--- src/hw/rtl/hss_pkg.sv ---
// shared types, constants and coil sequence for the half-step stepper unit
`default_nettype none

package hss_pkg;

   localparam int STEP_COUNT_WIDTH = 24;
   localparam int MARK_COUNT_WIDTH = 8;
   localparam int TICK_WIDTH       = 16;
   localparam int DEBOUNCE_WIDTH   = 10;
   localparam int PHASE_WIDTH      = 3;
   localparam int COIL_WIDTH       = 4;
   localparam int CMD_WIDTH        = 2;
   localparam int CSR_INDEX_WIDTH  = 2;
   localparam int CSR_DATA_WIDTH   = 16;

   localparam logic [TICK_WIDTH-1:0]     TICKS_PER_STEP_RESET = TICK_WIDTH'(1);
   localparam logic [DEBOUNCE_WIDTH-1:0] DEBOUNCE_RESET       = DEBOUNCE_WIDTH'(100);

   typedef enum logic [CMD_WIDTH-1:0] {
      CMD_TICK  = 2'd0,
      CMD_START = 2'd1,
      CMD_STOP  = 2'd2,
      CMD_NONE  = 2'd3
   } cmd_type;

   typedef enum logic [CSR_INDEX_WIDTH-1:0] {
      CSR_TICKS_PER_STEP = 2'd0,
      CSR_DEBOUNCE_STEPS = 2'd1,
      CSR_UNUSED_2       = 2'd2,
      CSR_UNUSED_3       = 2'd3
   } csr_index_type;

   typedef struct packed {
      logic [COIL_WIDTH-1:0]       travel_coils;
      logic [COIL_WIDTH-1:0]       hoist_coils;
      logic                        moving;
      logic [MARK_COUNT_WIDTH-1:0] marks_counted;
      logic [STEP_COUNT_WIDTH-1:0] steps_left;
   } rsp_type;

   // 8-phase half-step sequence, bit0 = IN1
   function automatic logic [COIL_WIDTH-1:0] coil_pattern(input logic [PHASE_WIDTH-1:0] phase);
      logic [COIL_WIDTH-1:0] pat;
      begin
         case (phase)
            3'd0:    pat = 4'h1;
            3'd1:    pat = 4'h3;
            3'd2:    pat = 4'h2;
            3'd3:    pat = 4'h6;
            3'd4:    pat = 4'h4;
            3'd5:    pat = 4'hC;
            3'd6:    pat = 4'h8;
            3'd7:    pat = 4'h9;
            default: pat = 4'h0;
         endcase
         return pat;
      end
   endfunction

endpackage

`default_nettype wire

--- src/hw/rtl/hss_core.sv ---
// motion state, prescaler, phase sequencer and mark counter
`default_nettype none

module hss_core
   import hss_pkg::*;
(
   input  wire logic                        clock,
   input  wire logic                        reset,
   input  wire logic                        csr_we,
   input  wire logic [CSR_INDEX_WIDTH-1:0]  csr_index,
   input  wire logic [CSR_DATA_WIDTH-1:0]   csr_wdata,
   input  wire logic                        req_fire,
   input  wire logic [CMD_WIDTH-1:0]        req_command,
   input  wire logic                        req_mark_present,
   input  wire logic                        req_axis_is_travel,
   input  wire logic                        req_direction_positive,
   input  wire logic [STEP_COUNT_WIDTH-1:0] req_step_count,
   input  wire logic [MARK_COUNT_WIDTH-1:0] req_target_marks,
   output rsp_type                          rsp_next
);

   localparam logic [MARK_COUNT_WIDTH-1:0] MARK_MAX = {MARK_COUNT_WIDTH{1'b1}};

   logic [TICK_WIDTH-1:0]       ticks_per_step_ff;
   logic [DEBOUNCE_WIDTH-1:0]   debounce_steps_ff;

   logic [PHASE_WIDTH-1:0]      phase_ff, phase_in;
   logic [TICK_WIDTH-1:0]       tick_ff, tick_in;
   logic [STEP_COUNT_WIDTH-1:0] steps_ff, steps_in;
   logic                        active_ff, active_in;
   logic                        travel_ff, travel_in;
   logic                        forward_ff, forward_in;
   logic [MARK_COUNT_WIDTH-1:0] mark_count_ff, mark_count_in;
   logic [MARK_COUNT_WIDTH-1:0] mark_target_ff, mark_target_in;
   logic                        last_mark_ff, last_mark_in;
   logic [DEBOUNCE_WIDTH-1:0]   since_mark_ff, since_mark_in;
   logic [COIL_WIDTH-1:0]       travel_pat_ff, travel_pat_in;
   logic [COIL_WIDTH-1:0]       hoist_pat_ff, hoist_pat_in;

   logic [TICK_WIDTH-1:0]       tick_inc;
   logic [PHASE_WIDTH-1:0]      phase_step;
   cmd_type                     cmd;

   assign cmd = cmd_type'(req_command);

   always_ff @(posedge clock) begin
      if (reset) begin
         ticks_per_step_ff <= TICKS_PER_STEP_RESET;
         debounce_steps_ff <= DEBOUNCE_RESET;
      end else if (csr_we) begin
         case (csr_index_type'(csr_index))
            CSR_TICKS_PER_STEP: ticks_per_step_ff <= csr_wdata;
            CSR_DEBOUNCE_STEPS: debounce_steps_ff <= csr_wdata[DEBOUNCE_WIDTH-1:0];
            default: ;
         endcase
      end
   end

   always_comb begin
      phase_in       = phase_ff;
      tick_in        = tick_ff;
      steps_in       = steps_ff;
      active_in      = active_ff;
      travel_in      = travel_ff;
      forward_in     = forward_ff;
      mark_count_in  = mark_count_ff;
      mark_target_in = mark_target_ff;
      last_mark_in   = last_mark_ff;
      since_mark_in  = since_mark_ff;
      travel_pat_in  = travel_pat_ff;
      hoist_pat_in   = hoist_pat_ff;
      tick_inc       = tick_ff + TICK_WIDTH'(1);
      phase_step     = forward_ff ? PHASE_WIDTH'(1) : PHASE_WIDTH'(7);

      case (cmd)
         CMD_TICK: begin
            if (active_ff && (steps_ff != '0)) begin
               if (tick_inc >= ticks_per_step_ff) begin
                  tick_in  = '0;
                  phase_in = phase_ff + phase_step;
                  if (travel_ff) begin
                     travel_pat_in = coil_pattern(phase_in);
                     if (since_mark_ff < debounce_steps_ff) begin
                        since_mark_in = since_mark_ff + DEBOUNCE_WIDTH'(1);
                     end
                     if (req_mark_present && !last_mark_ff &&
                         (since_mark_in >= debounce_steps_ff)) begin
                        if (mark_count_ff != MARK_MAX) begin
                           mark_count_in = mark_count_ff + MARK_COUNT_WIDTH'(1);
                        end
                        since_mark_in = '0;
                        if ((mark_target_ff != '0) && (mark_count_in >= mark_target_ff)) begin
                           active_in = 1'b0;
                        end
                     end
                     last_mark_in = req_mark_present;
                  end else begin
                     hoist_pat_in = coil_pattern(phase_in);
                  end
                  steps_in = steps_ff - STEP_COUNT_WIDTH'(1);
                  if (steps_in == '0) begin
                     active_in = 1'b0;
                  end
               end else begin
                  tick_in = tick_inc;
               end
            end
         end
         CMD_START: begin
            travel_in      = req_axis_is_travel;
            forward_in     = req_direction_positive;
            steps_in       = req_step_count;
            mark_count_in  = '0;
            mark_target_in = req_target_marks;
            tick_in        = '0;
            if (req_axis_is_travel) begin
               last_mark_in  = req_mark_present;
               since_mark_in = debounce_steps_ff;
            end
            active_in = (req_step_count != '0);
         end
         CMD_STOP: begin
            active_in = 1'b0;
            steps_in  = '0;
         end
         default: ;
      endcase

      rsp_next.travel_coils  = travel_pat_in;
      rsp_next.hoist_coils   = hoist_pat_in;
      rsp_next.moving        = active_in;
      rsp_next.marks_counted = mark_count_in;
      rsp_next.steps_left    = steps_in;
   end

   always_ff @(posedge clock) begin
      if (reset) begin
         phase_ff       <= '0;
         tick_ff        <= '0;
         steps_ff       <= '0;
         active_ff      <= 1'b0;
         travel_ff      <= 1'b1;
         forward_ff     <= 1'b1;
         mark_count_ff  <= '0;
         mark_target_ff <= '0;
         last_mark_ff   <= 1'b0;
         since_mark_ff  <= '0;
         travel_pat_ff  <= '0;
         hoist_pat_ff   <= '0;
      end else if (req_fire) begin
         phase_ff       <= phase_in;
         tick_ff        <= tick_in;
         steps_ff       <= steps_in;
         active_ff      <= active_in;
         travel_ff      <= travel_in;
         forward_ff     <= forward_in;
         mark_count_ff  <= mark_count_in;
         mark_target_ff <= mark_target_in;
         last_mark_ff   <= last_mark_in;
         since_mark_ff  <= since_mark_in;
         travel_pat_ff  <= travel_pat_in;
         hoist_pat_ff   <= hoist_pat_in;
      end
   end

   a_active_has_budget: assert property (@(posedge clock) disable iff (reset)
      active_ff |-> (steps_ff != '0))
      else $error("move active with empty step budget");

   a_target_stops: assert property (@(posedge clock) disable iff (reset)
      ((mark_target_ff != '0) && (mark_count_ff >= mark_target_ff)) |-> !active_ff)
      else $error("move still active after mark target reached");

   a_phase_single_step: assert property (@(posedge clock) disable iff (reset)
      (phase_ff != $past(phase_ff)) |->
         ((phase_ff == $past(phase_ff) + PHASE_WIDTH'(1)) ||
          (phase_ff == $past(phase_ff) - PHASE_WIDTH'(1))))
      else $error("phase moved by more than one half-step");

   a_idle_tick_holds: assert property (@(posedge clock) disable iff (reset)
      (req_fire && (cmd == CMD_TICK) && !active_ff) |=> $stable(phase_ff) && $stable(tick_ff))
      else $error("tick while idle changed the sequencer");

endmodule

`default_nettype wire

--- src/hw/rtl/hss_rsp_buf.sv ---
// two-entry result buffer: output register plus skid register
`default_nettype none

module hss_rsp_buf
   import hss_pkg::*;
(
   input  wire logic    clock,
   input  wire logic    reset,
   input  wire logic    push,
   input  wire rsp_type push_data,
   output logic         push_ready,
   output logic         rsp_valid,
   input  wire logic    rsp_ready,
   output rsp_type      rsp_data
);

   logic    main_valid_ff;
   logic    skid_valid_ff;
   rsp_type main_ff;
   rsp_type skid_ff;
   logic    pop;

   assign pop        = main_valid_ff && rsp_ready;
   assign push_ready = !skid_valid_ff;
   assign rsp_valid  = main_valid_ff;
   assign rsp_data   = main_ff;

   always_ff @(posedge clock) begin
      if (reset) begin
         main_valid_ff <= 1'b0;
         skid_valid_ff <= 1'b0;
      end else begin
         if (!main_valid_ff) begin
            main_valid_ff <= push;
         end else if (pop) begin
            if (skid_valid_ff) begin
               skid_valid_ff <= 1'b0;
            end else begin
               main_valid_ff <= push;
            end
         end else if (push) begin
            skid_valid_ff <= 1'b1;
         end
      end
   end

   always_ff @(posedge clock) begin
      if (!main_valid_ff || (pop && !skid_valid_ff)) begin
         main_ff <= push_data;
      end else if (pop) begin
         main_ff <= skid_ff;
      end
      if (main_valid_ff && !pop && push) begin
         skid_ff <= push_data;
      end
   end

   a_skid_needs_main: assert property (@(posedge clock) disable iff (reset)
      skid_valid_ff |-> main_valid_ff)
      else $error("skid beat held without an output beat");

   a_no_push_when_full: assert property (@(posedge clock) disable iff (reset)
      skid_valid_ff |-> !push)
      else $error("beat pushed into a full buffer");

   a_skid_drains: assert property (@(posedge clock) disable iff (reset)
      (skid_valid_ff && pop) |=> (main_valid_ff && !skid_valid_ff))
      else $error("skid beat not moved to output register");

endmodule

`default_nettype wire

--- src/hw/rtl/half_step_stepper_with_mark_stop_unit.sv ---
// top level of the two-axis half-step stepper sequencer with mark stop
//
//   channel   direction   handshake             payload
//   req_      in          req_valid/req_ready   command and move fields
//   rsp_      out         rsp_valid/rsp_ready   coil patterns and status
//   csr_      in          csr_valid/csr_ready   csr_index, csr_wdata
//
// one result beat per request beat, registered in the output buffer before rsp_valid
// a request beat can be taken every cycle while the skid entry is empty; the state update is a single pass
// a two-entry output buffer keeps req_ready high through one stalled rsp beat
// synchronous active-high reset; coils off, travel axis forward, idle
// csr writes are always ready and take effect on the next cycle
`default_nettype none

module half_step_stepper_with_mark_stop_unit
   import hss_pkg::*;
(
   input  wire logic                        clock,
   input  wire logic                        reset,
   input  wire logic                        req_valid,
   output logic                             req_ready,
   input  wire logic [CMD_WIDTH-1:0]        req_command,
   input  wire logic                        req_mark_present,
   input  wire logic                        req_axis_is_travel,
   input  wire logic                        req_direction_positive,
   input  wire logic [STEP_COUNT_WIDTH-1:0] req_step_count,
   input  wire logic [MARK_COUNT_WIDTH-1:0] req_target_marks,
   output logic                             rsp_valid,
   input  wire logic                        rsp_ready,
   output logic [COIL_WIDTH-1:0]            rsp_travel_coils,
   output logic [COIL_WIDTH-1:0]            rsp_hoist_coils,
   output logic                             rsp_moving,
   output logic [MARK_COUNT_WIDTH-1:0]      rsp_marks_counted,
   output logic [STEP_COUNT_WIDTH-1:0]      rsp_steps_left,
   input  wire logic                        csr_valid,
   output logic                             csr_ready,
   input  wire logic [CSR_INDEX_WIDTH-1:0]  csr_index,
   input  wire logic [CSR_DATA_WIDTH-1:0]   csr_wdata
);

   logic    req_fire;
   rsp_type rsp_next;
   rsp_type rsp_data;

   assign csr_ready = 1'b1;
   assign req_fire  = req_valid && req_ready;

   hss_core u_core (
      .clock                  (clock),
      .reset                  (reset),
      .csr_we                 (csr_valid && csr_ready),
      .csr_index              (csr_index),
      .csr_wdata              (csr_wdata),
      .req_fire               (req_fire),
      .req_command            (req_command),
      .req_mark_present       (req_mark_present),
      .req_axis_is_travel     (req_axis_is_travel),
      .req_direction_positive (req_direction_positive),
      .req_step_count         (req_step_count),
      .req_target_marks       (req_target_marks),
      .rsp_next               (rsp_next)
   );

   hss_rsp_buf u_rsp_buf (
      .clock      (clock),
      .reset      (reset),
      .push       (req_fire),
      .push_data  (rsp_next),
      .push_ready (req_ready),
      .rsp_valid  (rsp_valid),
      .rsp_ready  (rsp_ready),
      .rsp_data   (rsp_data)
   );

   assign rsp_travel_coils  = rsp_data.travel_coils;
   assign rsp_hoist_coils   = rsp_data.hoist_coils;
   assign rsp_moving        = rsp_data.moving;
   assign rsp_marks_counted = rsp_data.marks_counted;
   assign rsp_steps_left    = rsp_data.steps_left;

endmodule

`default_nettype wire
--- config.mk ---
export PLATFORM = sky130hd
export DESIGN_NAME = half_step_stepper_with_mark_stop_unit
export DESIGN_NICKNAME = d
export VERILOG_FILES = /design/src/hw/rtl/hss_pkg.sv /design/src/hw/rtl/hss_core.sv /design/src/hw/rtl/hss_rsp_buf.sv /design/src/hw/rtl/half_step_stepper_with_mark_stop_unit.sv
export SDC_FILE = /design/constraint.sdc
export NUM_CORES = 1
export LEC_CHECK = 0
export BUFFER_PORTS_ARGS = -buffer_cell sky130_fd_sc_hd__clkbuf_2
export CAP_MARGIN = 10
export CORE_UTILIZATION = 40
export CTS_CLUSTER_SIZE = 16
export DETAILED_ROUTE_END_ITERATION = 8
export GPL_TIMING_DRIVEN = 1
export HOLD_SLACK_MARGIN = 0.02
export PLACE_DENSITY = 0.67
export SKIP_LAST_GASP = 1
export SLEW_MARGIN = 10
export SYNTH_ARGS = -nofsm -noshare
export SYNTH_HDL_FRONTEND = slang
export SYNTH_HIERARCHICAL = 1
export SYNTH_SLANG_ARGS = --single-unit
--- constraint.sdc ---
create_clock -name clock -period 6 [get_ports clock]
set_input_delay 0 -clock clock [delete_from_list [all_inputs] [get_ports clock]]
set_output_delay 0 -clock clock [all_outputs]
set_load 0.005 [all_outputs]
==> results.md, run 1 <==
* Run status: complete, no violations
* Layout cell share with drive strength beyond 1 at 17.5%
* Tot GR Track Use at 22.2%
* Comb pwr share at 17.3%
* Fraction of power consumed by sequential logic at 45.8%
* DR vias/cell at 5.90
* Crit path required time at 6.19 ns
* Critical Path Start: u_core/tick_ff[0]
* CP max FO at 11
* Reg2Reg Setup Slack at 0.58 ns
* Dpl hpwl at 21.2 mm
* First-pass GRT wire length at 50.0 mm
* CTS tree: yes
* Endpoints failing setup at 0
* Die ar. at 28400 um2
* Vias in the first global route at 9453
* Routed via count at 9884
* Fmax at 185 MHz
* Top delay family on crit path: simple AND/OR/NAND/NOR gates
* Syn. warnings at 6
* Synth Area per Inst at 9.37 um2
* Core ar. at 27100 um2
* I/O Pins at 104
* Cell chain of the critical path: ha_1 -> nand3_1 -> nor4_1 -> and3_1 -> nand3_1 -> xnor2_1 -> ha_1 -> nand4_1 -> nor2_1 -> o2111ai_1 -> o21a_1 -> nor2_1 -> o21ai_0 -> a22o_1 -> mux2_2
* Fin Hold WS at 0.0528 ns
* Clock tree sinks at 191
* Top cells by area, synth: edfxtp_1 (22%), dfxtp_1 (20%), ha_1 (5.9%)
* Slew @ Worst Pin at 1.24 ns
* RSZ-0062 raised after global routing: no
* Area leader, netlist: edfxtp_1
* Drt drc at 0
* P_int at 2200 uW
* Gr ovfl total at 0
* Hold WC Path Type: input port to register
* Startpoint Class: register
* Pwr per Cell Area at 246 nW/um2
* Number of fillers in the final layout at 2537
* Bufs and invs on worst path at 0
* Sw frac at 31.0%
* CP Data Arrival Time at 5.60 ns
* Final period util at 90.3%
* Clock-pin transition on the worst setup and hold timing paths at 0.08 ns
* Largest net degree at the start of global routing at 82
* Syn Nets at 1297
* # diodes at 0
* Synth-to-Final Area Change at 16.6%
* Die height at 169 um
* P_leak at 0.00498 uW
* Reg2reg start: u_core/tick_ff[0]
* Flip-flop and latch count after synthesis at 191
* Synth unique cells at 83
* Die W at 169 um
* Rel. slew slack at 16.9%
* Synth top area share at 22.2%
* Slew Viols, Final at 0
* Critical path class: register to register
* CTS Buf Count at 17
* Hold_sp: csr_index[1]
* Number of cells upsized or downsized after cts at 0
* Final Hold Violating Endpoints at 0
* Worst-Skew Late Latency at 0.45 ns
* RD Place Congestion at 0.916
* Iter 0 DRT Violations at 1089
* CTS max path bufs at 2
* Prevailing post-synth register cell: dfxtp_1
* Setup TNS at 0 ns
* Syn Std Cell Area at 11100 um2
* Syn Inst Count at 1184
* Seq/Total Area, Yosys at 41.9%
* Buffers on Ports at 102
* P_sw at 987 uW
* Crit end category: register
* Initial antenna violation count at 0
* Ys async rst share at 0%
* Max-Cap Viols at 0
* FP Rows at 60
* Number of H-tree levels at 4
* Final worst slack at 0.583 ns
* Slowest stage delay, CP at 0.85 ns
* Initial Util at 40.9%
* Setup WS pre-CTS at 0.773 ns
* Clock group share of total power at 36.9%
* Final ANT Viol Nets at 0
* Number of synthesized flops with an enable pin at 82
* Clock root cell: clkbuf_16
* Maximum vdd drop at 0.158 mV
* Crit path time final at 5.42 ns
* Wirelength per Cell at 18.7 um
* Clock skew at 0.0164 ns
* Layout Nets at 1404
* Crit-path slowest cell: nor2_1
* TritonRoute pass-1 iters at 5
* DRT Wirelength at 31.3 mm
==> flip-flops by register name (all words and copies together) (netlist names), 3 cells and up <==
| register | cells |
|---|---|
| u_rsp_buf/skid_ff | 41 |
| u_core/mark_count_ff | 8 |
| u_rsp_buf/rsp_data | 41 |
| u_core/debounce_steps_ff | 10 |
| u_core/tick_ff | 16 |
| u_core/hoist_pat_ff | 4 |
| u_core/since_mark_ff | 10 |
| u_core/mark_target_ff | 8 |
| u_core/ticks_per_step_ff | 16 |
| u_core/travel_pat_ff | 4 |
| u_core/phase_ff | 3 |
| u_core/steps_ff | 24 |
==> stage by stage <==
step           instance area, um2  utilization, %  cells  total power, uW
2_1_floorplan               11100               -   1184             1830
3_3_place_gp                11800            43.6   1594             2000
3_5_place_dp                11800            43.6   1594             2000
4_1_cts                     12900            47.7   1676             3190
5_1_grt                     12900            47.7   1676             3310
6_report                    12900            47.7   1676             3180
==> worst paths after layout <==
| kind | endpoint | depth (start not counted) |
|---|---|---|
| min | u_core/ticks_per_step_ff[10] | 5 |
| min reg2reg | u_core/ticks_per_step_ff[1] | 2 |
| max | u_rsp_buf/rsp_data[0] | 15 |
| max reg2reg | u_rsp_buf/rsp_data[0] | 15 |
==> layout make-up <==
cell class	instances	area (um2)	share of cell area, %
clock buffer	17	425	3.29
sequential	191	4640	35.9
tap	372	465	3.60
timing repair buffer	167	1120	8.69
multi-input combinational	845	5820	45.0
clock inverter	15	189	1.46
inverter	69	259	2.00
==> cells in the mapped netlist, types with 6 or more instances <==
master     number
a211oi_1       21
a21o_1          8
a21oi_1        78
a22oi_1        17
a311oi_1       10
a31oi_1        15
a32oi_1         8
and3_1         10
buf_6          10
clkbuf_1       57
dfxtp_1       109
edfxtp_1       82
ha_1           52
inv_1          69
mux2_2         43
mux2_4          9
nand2_1       134
nand2b_1        6
nand3_1        33
nand4_1        18
nor2_1         59
nor3_1         32
nor4_1         23
o211ai_1       10
o21a_1          6
o21ai_0        50
o22ai_1        11
o2bb2ai_1      14
o311a_1         8
o31a_1          9
o32ai_1         7
or2_2           6
or3_1           6
or4_1           9
xnor2_1        19
xor2_1         15
==> placed cells by master, fill, tap and decap left out, types with 33 or more instances in the layout <==
master	n
edfxtp_1	82
inv_1	69
nand3_1	33
nor2_1	56
nand2_1	133
a21oi_1	78
ha_1	52
clkbuf_2	102
o21ai_0	50
dfxtp_1	109
dlygate4sd3_1	50
mux2_2	43
==> worst reg2reg max path: stages (launching register included) <==
cell and delay, ns:
dfxtp_1 0.44, ha_1 0.29, nand3_1 0.23, nor4_1 0.62
and3_1 0.33, nand3_1 0.12, xnor2_1 0.16, ha_1 0.31
nand4_1 0.12, nor2_1 0.13, o2111ai_1 0.18, o21a_1 0.28
nor2_1 0.85, o21ai_0 0.51, a22o_1 0.33, mux2_2 0.27
==> logic make-up (layout without fill, tap and decap cells) <==
kind of cell / Yosys count / count (layout) / share of synthesized area [%]
compound gates: 331 / 331 / 21.1
simple gates: 369 / 369 / 16.4
fa+ha+maj: 53 / 53 / 6.05
flops: 191 / 191 / 41.9
xor+xnor: 34 / 34 / 2.68
buf+inv: 148 / 268 / 5.85
mux: 57 / 57 / 6.03
other cells: 1 / 1 / 0.0338
==> power groups by stage <==
stage               sequential [uW]  clock, uW  combinational, uW
floorplan                      1480          0                355
global placement               1490          0                510
detailed placement             1490          0                514
CTS                            1460       1190                542
global route                   1470       1250                598
finish                         1460       1170                552
==> what timing repair did <==
action                    4_1_cts  5_1_grt
hold buffers                   50        0
hold endpoints to repair       61        0
buffers inserted                0        0
==> routing by layer <==
metal	up-vias	global-route usage, %	wire, um
li1	4665	-	-
met1	4729	30.2	14000
met2	437	36.0	14500
met3	53	2.97	2020
met4	0	8.02	693
met5	-	0	0
Note: power is estimated with default switching activity, not from simulation.
==> inputs of run 2 (changes only) <==
Clock period 6 ns to 6.1 ns, I/O delays scaled along.
==> results.md, run 2 (synthesized netlist as in run 1, its figures left out) <==
* Commonest non-fill, non-tap cell in the layout: nand2_1 (unchanged)
* Routed via count at 9813 (was 9884)
* Most frequent cells in the layout: nand2_1 (133), dfxtp_1 (109), clkbuf_2 (102) (unchanged)
* Vias in the first global route at 9318 (was 9453)
* Max-Cap Viols at 0 (unchanged)
* Core ar. at 27100 um2 (unchanged)
* Drt drc at 0 (unchanged)
* Initial Util at 40.9% (unchanged)
* # diodes at 0 (unchanged)
* Crit end category: register (unchanged)
* Die ar. at 28400 um2 (unchanged)
* Final instance area at 12900 um2 (about the same)
* Crit path time final at 5.41 ns (was 5.42 ns)
* TritonRoute pass-1 iters at 6 (was 5)
* Buffers on Ports at 102 (unchanged)
* CP max FO at 12 (was 11)
* FP Rows at 60 (unchanged)
* R2R depth at 15 (unchanged)
* Dpl hpwl at 20.9 mm (was 21.2 mm)
* Critical path class: register to register (unchanged)
* Maximum vdd drop at 0.189 mV (was 0.158 mV)
* Iter 0 DRT Violations at 999 (was 1089)
* RSZ-0062 raised after global routing: no (unchanged)
* Clock skew at 0.0141 ns (was 0.0164 ns)
* P_leak at 0.00497 uW (was 0.00498 uW)
* Endpoints failing setup at 0 (unchanged)
* Number of cells upsized or downsized after cts at 0 (unchanged)
* Run status: complete, no violations (unchanged)
* Worst-Skew Late Latency at 0.44 ns (was 0.45 ns)
* Reg2reg start: u_core/tick_ff[2] (was u_core/tick_ff[0])
* First-pass GRT wire length at 49.1 mm (was 50.0 mm)
* CTS tree: yes (unchanged)
* Final period util at 88.6% (was 90.3%)
* CP Data Arrival Time at 5.60 ns (about the same)
* Clock tree sinks at 191 (unchanged)
* Number of H-tree levels at 4 (unchanged)
* Total power at 3130 uW (was 3180 uW)
* Clock root cell: clkbuf_16 (unchanged)
* Hold WC Path Type: input port to register (unchanged)
* Final ANT Viol Nets at 0 (unchanged)
* Die height at 169 um (unchanged)
* Pwr per Cell Area at 242 nW/um2 (was 246 nW/um2)
* Synth-to-Final Area Change at 16.2% (was 16.6%)
* Slew Viols, Final at 0 (unchanged)
* Area post-placement at 11800 um2 (about the same)
* I/O Pins at 104 (unchanged)
* Startpoint Class: register (unchanged)
* Crit path required time at 6.30 ns (was 6.19 ns)
* Layout Nets at 1401 (was 1404)
* Clock-pin transition on the worst setup and hold timing paths at 0.08 ns (about the same)
* DR vias/cell at 5.87 (was 5.90)
* Setup TNS at 0 ns (unchanged)
* RD Place Congestion at 0.944 (was 0.916)
* Critical Path Start: u_core/tick_ff[2] (was u_core/tick_ff[0])
* Number of fillers in the final layout at 2548 (was 2537)
* Reg2Reg Setup Slack at 0.69 ns (was 0.58 ns)
* CTS Buf Count at 17 (unchanged)
* Slew @ Worst Pin at 1.23 ns (was 1.24 ns)
* Hold depth at 4 (was 5)
* CTS max path bufs at 2 (unchanged)
* Rel. slew slack at 17.6% (was 16.9%)
* Gr ovfl total at 0 (unchanged)
* Final worst slack at 0.694 ns (was 0.583 ns)
* Tot GR Track Use at 21.6% (was 22.2%)
* Largest net degree at the start of global routing at 82 (unchanged)
* Layout cell share with drive strength beyond 1 at 17.4% (was 17.5%)
* CP Capture Point: u_rsp_buf/rsp_data[36] (was u_rsp_buf/rsp_data[0])
* Final Hold Violating Endpoints at 0 (unchanged)
* Fmax at 185 MHz (about the same)
* Wirelength per Cell at 18.3 um (was 18.7 um)
* Initial antenna violation count at 0 (unchanged)
* Die W at 169 um (unchanged)
* Setup WS pre-CTS at 0.772 ns (was 0.773 ns)
* Worst reg2reg path endpoint: u_rsp_buf/rsp_data[36] (was u_rsp_buf/rsp_data[0])
* DRT Wirelength at 30.6 mm (was 31.3 mm)
-- run 2: worst min-delay path by stage --
| stage | from | to | slack (ns) |
|---|---|---|---|
| final | req_step_count[12] | u_core/steps_ff[12] | 0.04 |
| after global routing | req_step_count[12] | u_core/steps_ff[12] | 0.07 |
| after CTS | req_step_count[12] | u_core/steps_ff[12] | 0.03 |
| after detailed placement | rsp_ready | u_rsp_buf/skid_valid_ff | 0.21 |
| after global placement | rsp_ready | u_rsp_buf/skid_valid_ff | 0.21 |
| after floorplan | reset | u_rsp_buf/rsp_valid | 0.07 |
-- run 2: metrics by stage --
| step | utilization, % | hold WS [ns] | cells |
|---|---|---|---|
| after floorplan | - | 0.0691 | 1184 |
| final | 47.6 | 0.0374 | 1673 |
| after detailed placement | 43.6 | 0.209 | 1593 |
| after global routing | 47.6 | 0.0660 | 1673 |
| after CTS | 47.5 | 0.0251 | 1672 |
| after global placement | 43.6 | 0.210 | 1593 |
-- run 2: repair_timing --
item | 4_1_cts | 5_1_grt
hold buffers | 47 | 0
setup buffers | 0 | 0
endpoints found under the setup margin | 0 | 0
endpoints found under the hold margin | 57 | 0
-- run 2: worst max-delay path, cell delays in order (launching register included) --
cell and delay, ns:
dfxtp_1 0.47, nand4_1 0.19, nor3_1 0.57, and4_1 0.37
and3_1 0.26, and3_1 0.23, xor2_1 0.09, ha_1 0.32
nand4_1 0.13, nor2_1 0.13, o2111ai_1 0.17, o21ai_2 0.53
nand2_1 0.32, nor3_1 0.70, mux2_2 0.43, mux2_4 0.26
-- run 2: layer usage --
layer  wire [um]  global-route usage, %
met5           0                      0
met4         986                   9.68
met3        2010                   3.25
met2       13900                   34.0
met1       13700                   29.3
-- run 2: area by class of cell --
| cell class | count | area [um2] | area share, % |
|---|---|---|---|
| flip-flops and latches | 191 | 4640 | 36.0 |
| repair buffers | 164 | 1090 | 8.46 |
| well taps | 372 | 465 | 3.61 |
| clock inverters | 15 | 186 | 1.45 |
| inverters | 69 | 259 | 2.01 |
| clock buffers | 17 | 425 | 3.30 |
| multi-input cells | 845 | 5820 | 45.1 |
-- run 2: power breakdown --
part / leakage (uW) / switching [uW] / internal, uW
sequential: 0.00172 / 38.3 / 1400
clock: 0.000296 / 588 / 563
combinational: 0.00296 / 337 / 203
total: 0.00497 / 964 / 2160
==> inputs of run 3 (changes only) <==
==> constraint.sdc (replaced) <==
create_clock -name clock -period 6.1 [get_ports clock]
set_input_delay 1.22 -clock clock [delete_from_list [all_inputs] [get_ports clock]]
set_output_delay 1.22 -clock clock [all_outputs]
set_load 0.005 [all_outputs]
==> results.md, run 3 (synthesized netlist as in run 1, its figures left out) <==
* Cell chain of the critical path: nand4_1 -> nor3_1 -> and4_1 -> and3_1 -> and3_1 -> xor2_1 -> ha_1 -> nand4_1 -> nor2_1 -> o2111ai_1 -> o21a_1 -> nor2_1 -> o21ai_0 -> a22o_1 -> mux2_2 (was nand4_1 -> nor3_1 -> and4_1 -> and3_1 -> and3_1 -> xor2_1 -> ha_1 -> nand4_1 -> nor2_1 -> o2111ai_1 -> o21ai_2 -> nand2_1 -> nor3_1 -> mux2_2 -> mux2_4)
* Dpl hpwl at 21.2 mm (was 20.9 mm)
* Gr ovfl total at 0 (unchanged)
* Synth-to-Final Area Change at 12.0% (was 16.2%)
* Final Hold Violating Endpoints at 0 (unchanged)
* CP Data Arrival Time at 5.62 ns (was 5.60 ns)
* Core ar. at 27100 um2 (unchanged)
* Initial antenna violation count at 0 (unchanged)
* FP Rows at 60 (unchanged)
* CTS tree: yes (unchanged)
* Slew @ Worst Pin at 1.23 ns (about the same)
* Largest net degree at the start of global routing at 84 (was 82)
* Routed via count at 9753 (was 9813)
* Die ar. at 28400 um2 (unchanged)
* Final period util at 89.0% (was 88.6%)
* Setup TNS at 0 ns (unchanged)
* Run status: complete, no violations (unchanged)
* Fraction of power consumed by sequential logic at 46.2% (was 45.9%)
* Crit end category: register (unchanged)
* Critical Path Start: u_core/tick_ff[2] (unchanged)
* Startpoint Class: register (unchanged)
* # diodes at 0 (unchanged)
* Hold_sp: u_core/travel_pat_ff[3] (was req_step_count[12])
* Crit path required time at 6.29 ns (was 6.30 ns)
* Critical path class: register to register (unchanged)
* Drt drc at 0 (unchanged)
* Tot GR Track Use at 21.7% (was 21.6%)
* Commonest non-fill, non-tap cell in the layout: nand2_1 (unchanged)
* Clock root cell: clkbuf_16 (unchanged)
* Crit-path slowest cell: nor2_1 (was nor3_1)
* P_sw at 963 uW (was 964 uW)
* CP Capture Point: u_rsp_buf/rsp_data[0] (was u_rsp_buf/rsp_data[36])
* Vias in the first global route at 9057 (was 9318)
* Fmax at 184 MHz (was 185 MHz)
* Max-Cap Viols at 0 (unchanged)
* Slowest stage delay, CP at 0.85 ns (was 0.70 ns)
* CTS Buf Count at 17 (unchanged)
* Clock group share of total power at 36.9% (was 36.8%)
* First-pass GRT wire length at 49.1 mm (about the same)
* Worst-Skew Late Latency at 0.45 ns (was 0.44 ns)
* R2R depth at 15 (unchanged)
* Comb pwr share at 16.9% (was 17.3%)
* Clock-pin transition on the worst setup and hold timing paths at 0.08 ns (about the same)
* Maximum vdd drop at 0.163 mV (was 0.189 mV)
* P_leak at 0.00477 uW (was 0.00497 uW)
* Slew Viols, Final at 0 (unchanged)
* I/O Pins at 104 (unchanged)
* Hold_buf cts at 0 (was 47)
* P_int at 2140 uW (was 2160 uW)
* Crit path time final at 5.43 ns (was 5.41 ns)
* Rel. slew slack at 17.2% (was 17.6%)
* Clock skew at 0.0170 ns (was 0.0141 ns)
* Most frequent cells in the layout: nand2_1 (133), dfxtp_1 (109), clkbuf_2 (102) (unchanged)
* Buffers on Ports at 102 (unchanged)
* DR vias/cell at 6.00 (was 5.87)
* TritonRoute pass-1 iters at 5 (was 6)
* Die W at 169 um (unchanged)
* Worst reg2reg path endpoint: u_rsp_buf/rsp_data[0] (was u_rsp_buf/rsp_data[36])
* Number of cells upsized or downsized after cts at 0 (unchanged)
* CTS max path bufs at 2 (unchanged)
* Layout cell share with drive strength beyond 1 at 18.1% (was 17.4%)
* Clock tree sinks at 191 (unchanged)
* Pwr per Cell Area at 250 nW/um2 (was 242 nW/um2)
* Total power at 3100 uW (was 3130 uW)
* DRT Wirelength at 30.7 mm (was 30.6 mm)
* Setup Buffers After CTS at 0 (unchanged)
* RSZ-0062 raised after global routing: no (unchanged)
* Endpoints failing setup at 0 (unchanged)
* Layout Nets at 1354 (was 1401)
* Initial Util at 40.9% (unchanged)
* Iter 0 DRT Violations at 935 (was 999)
* Number of H-tree levels at 4 (unchanged)
* RD Place Congestion at 0.938 (was 0.944)
* Final ANT Viol Nets at 0 (unchanged)
* CP max FO at 11 (was 12)
* Wirelength per Cell at 18.9 um (was 18.3 um)
* Reg2reg start: u_core/tick_ff[2] (unchanged)
* Die height at 169 um (unchanged)
* Sw frac at 31.0% (was 30.8%)
* Reg2Reg Setup Slack at 0.67 ns (was 0.69 ns)
* Hold WC Path Type: register to register (was input port to register)
[run 3: cell count changes in the layout (fill, tap and decap cells not counted)]
cell	before	now
dlygate4sd3_1	47	0
inv_6	0	2
inv_8	6	4
buf_2	1	0
buf_4	14	15
clkinv_4	1	2
clkinvlp_4	1	0
[run 3: critical path, delay by kind of cell, from the launching register on]
| family | cells | cell delay (ns) |
|---|---|---|
| adder cells (fa/ha/maj) | 1 | 0.31 |
| multiplexers | 1 | 0.26 |
| flip-flops | 1 | 0.47 |
| AO/OA/AOI/OAI | 4 | 1.27 |
| AND/OR/NAND/NOR | 8 | 2.77 |
| XOR/XNOR | 1 | 0.10 |
[run 3: through the flow]
stage | hold slack, ns | util, % | instances | area (um2) | setup WS (ns)
5_1_grt | 0.487 | 45.8 | 1626 | 12400 | 0.445
3_5_place_dp | 0.447 | 43.6 | 1594 | 11800 | 0.895
6_report | 0.458 | 45.8 | 1626 | 12400 | 0.669
2_1_floorplan | 0.434 | - | 1184 | 11100 | 1.53
4_1_cts | 0.460 | 45.8 | 1626 | 12400 | 0.874
3_3_place_gp | 0.442 | 43.6 | 1594 | 11800 | 0.993
[run 3: how the worst min path moves through the flow]
stage,slack (ns),depth (start not counted),endpoint
after global placement,0.44,2,u_core/travel_pat_ff[3]
final,0.46,2,u_core/travel_pat_ff[3]
after detailed placement,0.45,2,u_core/travel_pat_ff[1]
after floorplan,0.43,2,u_core/travel_pat_ff[1]
after CTS,0.46,2,u_core/travel_pat_ff[1]
after global routing,0.49,2,u_core/ticks_per_step_ff[13]
[run 3: power by group through the flow]
stage	logic, uW	registers (uW)	clock network [uW]
3_3_place_gp	505	1460	0
5_1_grt	563	1440	1220
4_1_cts	511	1430	1170
6_report	523	1430	1150
2_1_floorplan	349	1450	0
3_5_place_dp	508	1460	0
[run 3: layer usage]
metal / wire [um] / up-vias / GRT usage [%] / share of wire [%]
li1: - / 4573 / - / -
met1: 13800 / 4679 / 30.0 / 45
met2: 13800 / 430 / 33.7 / 45
met3: 2120 / 71 / 3.34 / 6.9
met4: 946 / 0 / 8.85 / 3.1
met5: 0 / - / 0 / 0
[run 3: cell type report]
cell class                 instances  area (um2)
fill                            2576       14700
clock buffer                      17         425
multi-input combinational        845        5820
sequential                       191        4640
timing repair buffer             117         623
clock inverter                    15         183
inverter                          69         259
tap                              372         465
